===== config.mk =====
export PLATFORM = sky130hd
export DESIGN_NAME = taa_front
export DESIGN_NICKNAME = d
export VERILOG_FILES = /design/src/hw/rtl/taa_pkg.sv /design/src/hw/rtl/taa_front.sv
export SDC_FILE = /design/constraint.sdc
export NUM_CORES = 1
export LEC_CHECK = 0
export ABC_AREA = 1
export BUFFER_PORTS_ARGS = -buffer_cell sky130_fd_sc_hd__buf_2
export CORE_ASPECT_RATIO = 1.4
export CORE_MARGIN = 2
export CORE_UTILIZATION = 52
export CTS_CLUSTER_DIAMETER = 60
export CTS_CLUSTER_SIZE = 24
export DETAILED_ROUTE_END_ITERATION = 10
export PLACE_DENSITY = 0.79
export SETUP_SLACK_MARGIN = 0.3
export SLEW_MARGIN = 25
export SYNTH_ARGS = -nofsm -noshare
export SYNTH_HDL_FRONTEND = slang
export SYNTH_SLANG_ARGS = --single-unit

===== constraint.sdc =====
create_clock -name i_clk -period 5.7 [get_ports i_clk]
set_input_delay 0.57 -clock i_clk [delete_from_list [all_inputs] [get_ports i_clk]]
set_output_delay 0.57 -clock i_clk [all_outputs]
set_load 0.05 [all_outputs]

===== src/hw/rtl/taa_pkg.sv =====
// shared types and constants for the timestamp aligned aggregator
package taa_pkg;
    localparam int PortsDefault = 4;
    localparam int QueueDepthDefault = 16;
    localparam int MaxResults = 64;
    localparam int TimeW = 48;
    localparam int ValW = 32;
    localparam logic [2:0] FnSum = 3'd0;
    localparam logic [2:0] FnAvg = 3'd1;
    localparam logic [2:0] FnCount = 3'd2;
    localparam logic [2:0] FnMin = 3'd3;
    localparam logic [2:0] FnMax = 3'd4;
    localparam logic CmdPush = 1'b0;
    localparam logic CmdClose = 1'b1;
    localparam logic RegFunction = 1'b0;
    localparam logic RegActive = 1'b1;
    localparam logic signed [ValW-1:0] PositiveInfinity = 32'sh7fffffff;
    localparam logic signed [ValW-1:0] NegativeInfinity = 32'sh80000000;

    typedef struct packed {
        logic             cmd;
        logic [1:0]       port;
        logic [TimeW-1:0] ts;
        logic [ValW-1:0]  val;
    } t_item;

    typedef enum logic [2:0] {
        S_IDLE, S_APPLY, S_READ, S_SCAN, S_POP, S_DIV, S_EMIT
    } t_state;
endpackage


===== src/hw/rtl/taa_front.sv =====
// command front: takes items and holds them in a short queue
module taa_front (
    input  logic           i_clk,
    input  logic           i_rst_n,
    input  logic           i_take,
    input  taa_pkg::t_item i_item,
    input  logic           i_pop,
    output logic           o_full,
    output logic           o_avail,
    output taa_pkg::t_item o_item
);
    import taa_pkg::*;
    t_item r_q [2];
    logic r_wp, r_rp;
    logic [1:0] r_cnt;
    assign o_full = r_cnt == 2'd2;
    assign o_avail = r_cnt != 2'd0;
    assign o_item = r_q[r_rp];
    always_ff @(posedge i_clk) begin
        if (i_take) r_q[r_wp] <= i_item;
        if (!i_rst_n) begin
            r_wp <= 1'b0;
            r_rp <= 1'b0;
            r_cnt <= 2'd0;
        end else begin
            if (i_take) r_wp <= ~r_wp;
            if (i_pop) r_rp <= ~r_rp;
            r_cnt <= r_cnt + {1'b0, i_take} - {1'b0, i_pop};
        end
    end
endmodule


==> flow_summary_export.csv, run 1 <==
group,metric,value,unit
final_layout,fin_util,65.9,%
pwr,p_int,2.23,mW
die,num_rows,48,
timing,max_slew_margin,36.8,%
cts,cts_resized,0,
cts,path_clk_slew,0.07,ns
route,drt_iter0_drc,128,
cts,clk_latency,0.41,ns
timing,drv_slew,0,
route,routed_wl,11000,um
timing,period_needed,3.18,ns
placed_design,dp_cells,607,
cts,ctsHoldBuffers,0,
die,start_util,53.3,%
grt,antenna_found_initial,0,
timing,worstMarginPinSlew,0.949,ns
critical_path,path_cells,"buf_4 > mux2_2 > buf_2",
grt,grt_max_degree,59,
timing,hold_violations,0,
placed_design,routabilityCongestion,0.706,
worst_hold_path,hp-class,"input pin to flip-flop",
critical_path,worstPathMaxFanout,52,
synthesis,synth_cell_types,13,
synthesis,syn_inst,291,
critical_path,r2r_slack,3.74,ns
cts,clockRootBuffer,"clkbuf_16",
synthesis,syn_avg_cell_area,22.6,sq um
route,drc,0,
pwr,swShare,27.2,%
pwr,power.density,377,mW/mm^2
grt,grt_pass1_wl,16100,um
pwr,p_leak,3.27,nW
critical_path,crit_slowest_cell,"dfxtp_4",
timing,rsz0062_at_grt,"no",
placed_design,hpwl,7410,um
critical_path,slowest_delay,0.97,ns
synthesis,ys_top_cells_by_area,"edfxtp_1 76%, mux2_4 16%, mux2_2 2.2%",
critical_path,crit_path_start_kind,"flip-flop",
die,core,0.0123,sq mm
cts,cts_tree,"done",
route,routed_via_density,4.99,
timing,fmaxAchievable,314,MHz
route,vias,3187,
pwr,ir_worst_vdd,219,uV
timing,final.period_utilization,55.8,%
die,ios,172,
die,floorplan.die.height,137,um
critical_path,critPathCaptureType,"output pin",
grt,grt-ovfl-total,0,
outcome,status,"finished, final reports clean",
cts,cts.htree.levels,4,
final_layout,diodes,0,
route,postRouteAntennaNets,0,
critical_path,path_class,"flip-flop to output pin",
final_layout,final_layout_size_suffix_gt1_share,59.9,%
worst_hold_path,hp-start,"i_item[8]",
timing,setup_viol,0,
route,first_pass_iters,4,
critical_path,crit_required,5.13,ns
synthesis,synth_top_area_share,75.9,%
cts,clkSinkCount,171,
critical_path,rr_startpoint,"r_wp",
cts,cts_buffers,17,
job,maxCapViolCount,0,
critical_path,cp_top_family,"flip-flops",
timing,fin_skew,0.00880,ns
die,die_w,99.0,um
critical_path,critPathBufInv,2,
synthesis,ys_ff_latch,171,
route,wl_per_cell,17.2,um
final_layout,area_growth,23.6,%
timing,fin_tns_setup,0,ns
final_layout,stdcell_count,639,
synthesis,synth_nets,380,
grt,grt_pass1_vias,3348,
synthesis,synth_top_cell_by_area,"edfxtp_1",
cts,cts_setup_buffers,0,
die,fp.dieArea,0.0136,sq mm
grt,grtUsageTotal,15.9,%
synthesis,netlist_area,0.00656,sq mm
final_layout,num-nets-final,565,
pwr,combPwrFrac,14.5,%
cts,clock_path_buffers,2,
synthesis,yosysWarnings,0,
critical_path,arrival,2.61,ns
pwr,p_sw,0.831,mW
pwr,seqPwrFrac,48.5,%
pwr,p_clk_share,36.9,%
placed_design,portBuffers,171,
synthesis,ys_seq_area_share,77.5,%
[stage by stage]
stage               hold slack, ns  power (mW)  setup slack (ns)  cell area, sq um
floorplan                    0.463        1.87              1.09              6560
global placement             0.474        1.95              2.92              7490
detailed placement           0.508        1.96              2.89              7510
CTS                          0.318        3.10              2.44              8120
global route                 0.320        3.16              2.37              8120
finish                       0.338        3.06              2.52              8120
[state kept, by name, indices dropped and copies added, names as in the netlist, named ones only]
name and flops:
r_q 166, r_cnt 2, r_rp 1, r_wp 1
[metal layers]
layer  track usage (%)  part of all wire [%]  up-vias
met1              17.6                    37     1552
met2              28.0                    55      117
met5                 0                     0        -
li1                  -                     -     1508
met3              5.21                   6.8       10
met4              6.77                   1.2        0
[cells in the final DEF, fill, tap and decap left out]
cell       synthesis  routed
a21oi_1            1       1
buf_16             0       1
buf_2              1     171
buf_4              0       3
bufinv_16          0       1
clkbuf_16          0      17
clkinv_2           0       2
clkinv_4           0       3
clkinv_8           0       2
dfxtp_1            5       4
dfxtp_4            0       1
edfxtp_1         166     166
ha_1               2       2
inv_1              7       6
inv_6              0       3
inv_8              0       5
mux2_2            13      13
mux2_4            70      70
nand2_1            9       9
nand3_1            1       1
nor2_1             8       7
nor2_4             0       1
[synth_stat cells, drive strengths merged]
| master | n |
|---|---|
| a21oi | 1 |
| buf | 9 |
| dfxtp | 5 |
| edfxtp | 166 |
| ha | 2 |
| inv | 7 |
| mux2 | 83 |
| nand2 | 9 |
| nand3 | 1 |
| nor2 | 8 |
[worst paths after layout]
kind,endpoint,cells past startpoint
worst max-delay path,o_item[9],3
worst min-delay path,r_q[1][8],1
worst max register to register,r_q[1][22],3
worst min register to register,flip-flop,2
[area by class of cell]
type | instances | area, sq um
well taps | 150 | 188
fillers | 836 | 4200
multi-input cells | 104 | 1300
repair buffers | 175 | 906
flip-flops and latches | 171 | 5090
inverters | 7 | 27.5
clock inverters | 15 | 176
clock buffers | 17 | 425
[cells by family after synthesis]
group	count (synthesis)	share of synthesized area, %
AOI/OAI and AO/OA	1	0.0762
adders and majority gates	2	0.381
buffers and inverters	16	2.78
DFF	171	77.5
muxes	83	18.2
and+or+nand+nor	18	1.05
[power groups by stage]
stage	clock [mW]	combinational (mW)	sequential [mW]
2_1_floorplan	0	0.367	1.50
3_3_place_gp	0	0.438	1.51
3_5_place_dp	0	0.449	1.52
4_1_cts	1.16	0.450	1.49
5_1_grt	1.20	0.467	1.49
6_report	1.13	0.445	1.49
No activity file was read; power rests on OpenSTA's default activity.
==> run 2: changes to the inputs <==
==> constraint.sdc (replaced) <==
create_clock -name i_clk -period 3.1 [get_ports i_clk]
set_input_delay 0.31 -clock i_clk [delete_from_list [all_inputs] [get_ports i_clk]]
set_output_delay 0.31 -clock i_clk [all_outputs]
set_load 0.05 [all_outputs]
==> run 2 against run 1 <==
Critical path depth unchanged. Die area unchanged. Cell count up 0.63%. Sequential share of layout area down 0.068 points. Power up 83%. Non-clock buffer count up 4. Clock-buffer cell count up 1. Core utilization up 0.071 points. Global-route usage up 1.2 points. Clock power up 82%. Combinational power up 88%. Critical endpoint is now o_item[28]. Largest power group unchanged.
==> flow_summary_export.csv, run 2 (same netlist as run 1, synthesis figures left out) <==
group,metric,value,unit
outcome,status,"finished, final reports clean",
grt,grtUsageTotal,17.1,%
placed_design,hpwl,8070,um
timing,fin_skew,0.00590,ns
grt,grt_pass1_wl,17100,um
route,wl_per_cell,18.0,um
pwr,p_leak,3.26,nW
cts,path_clk_slew,0.06,ns
pwr,p_sw,1.47,mW
cts,cts_tree,"done",
critical_path,path_class,"flip-flop to output pin",
grt,grt_max_degree,56,
timing,rsz0062_at_grt,"no",
critical_path,critPathCaptureType,"output pin",
timing,setup_viol,0,
route,drc,0,
timing,max_slew_margin,50.9,%
cts,clk_latency,0.41,ns
die,die_w,99.0,um
final_layout,top_regs,"r_q x166, r_cnt x2",
final_layout,layout_common_cells,"171 x buf_2, 166 x edfxtp_1, 70 x mux2_4",
final_layout,seq_area,0.00509,sq mm
pwr,combPwrFrac,14.9,%
final_layout,final_common_cell,"buf_2",
final_layout,largest-register,"r_q",
pwr,ir_worst_vdd,480,uV
timing,hold_violations,0,
timing,drv_slew,0,
final_layout,largest_reg_flops,166,
final_layout,fin_area,0.00812,sq mm
route,postRouteAntennaNets,0,
grt,grt_pass1_vias,3441,
timing,fin_tns_setup,0,ns
grt,grt-ovfl-total,0,
timing,final.period_utilization,73.2,%
final_layout,multi_input_area,0.00130,sq mm
route,routed_wl,11600,um
cts,clockRootBuffer,"clkbuf_16",
pwr,p_int,4.15,mW
cts,cts_setup_buffers,0,
final_layout,final_layout_size_suffix_gt1_share,59.8,%
die,ios,172,
pwr,seqPwrFrac,48.4,%
die,floorplan.die.height,137,um
die,start_util,53.3,%
cts,ctsHoldBuffers,0,
grt,antenna_found_initial,1,
timing,worstMarginPinSlew,0.736,ns
worst_hold_path,hp-class,"input pin to flip-flop",
pwr,power.density,691,mW/mm^2
critical_path,worstPathMaxFanout,26,
critical_path,arrival,1.96,ns
cts,cts_buffers,17,
pwr,p_clk_share,36.6,%
placed_design,portBuffers,171,
timing,period_needed,2.27,ns
final_layout,fill_cells,828,
route,drt_iter0_drc,121,
route,first_pass_iters,4,
pwr,swShare,26.1,%
timing,fmaxAchievable,441,MHz
cts,cts.htree.levels,4,
die,num_rows,48,
final_layout,num-nets-final,569,
critical_path,crit_required,2.79,ns
die,fp.dieArea,0.0136,sq mm
placed_design,place_area,0.00754,sq mm
cts,clock_path_buffers,2,
cts,cts_resized,0,
die,core,0.0123,sq mm
critical_path,crit_path_start_kind,"flip-flop",
job,maxCapViolCount,0,
final_layout,area_growth,23.8,%
route,routed_via_density,5.01,
cts,clkSinkCount,171,
placed_design,routabilityCongestion,0.814,
final_layout,diodes,0,
route,vias,3219,
## run 2: stage by stage
stage	util, %	total power, mW	hold slack (ns)	instances	worst slack (ns)
6_report	66.0	5.62	0.0875	643	0.832
5_1_grt	66.0	5.80	0.0640	643	0.725
4_1_cts	66.0	5.67	0.0677	643	0.784
3_5_place_dp	61.2	3.62	0.501	611	1.23
3_3_place_gp	61.2	3.59	0.476	611	1.26
2_1_floorplan	-	3.43	0.403	291	0.588
## run 2: final cells by class
class,count,area share [%]
well taps,150,2.31
flip-flops and latches,171,62.6
multi-input cells,104,16.0
clock buffers,18,5.28
repair buffers,179,11.4
clock inverters,14,1.96
inverters,7,0.339
## run 2: final timing paths
kind | end | slack (ns) | from | cells past startpoint
worst max register to register | r_q[1][22] | 1.45 | r_wp | 3
worst max-delay path | o_item[28] | 0.83 | flip-flop | 3
worst min register to register | r_wp | 0.54 | r_wp | 2
worst min-delay path | r_q[0][81] | 0.09 | i_item[81] | 1
## run 2: power groups by stage
stage                     Clock, mW  Combinational, mW  Sequential (mW)
final                          2.06              0.838             2.72
after detailed placement          0              0.843             2.77
after global placement            0              0.827             2.76
after CTS                      2.10              0.846             2.72
after global routing           2.19              0.879             2.73
after floorplan                   0              0.676             2.75
## run 2: worst max-delay path, stage by stage, from the launching register on
cell and delay, ns:
dfxtp_4 0.62, buf_4 0.38, mux2_4 0.34, buf_2 0.21
## run 2: metal layers
| metal | GRT usage (%) | vias to the layer above | wire length (um) |
|---|---|---|---|
| li1 | - | 1517 | - |
| met1 | 18.0 | 1585 | 4150 |
| met2 | 30.8 | 103 | 6500 |
| met3 | 6.33 | 12 | 737 |
| met4 | 6.70 | 2 | 161 |
| met5 | 0 | - | 11 |
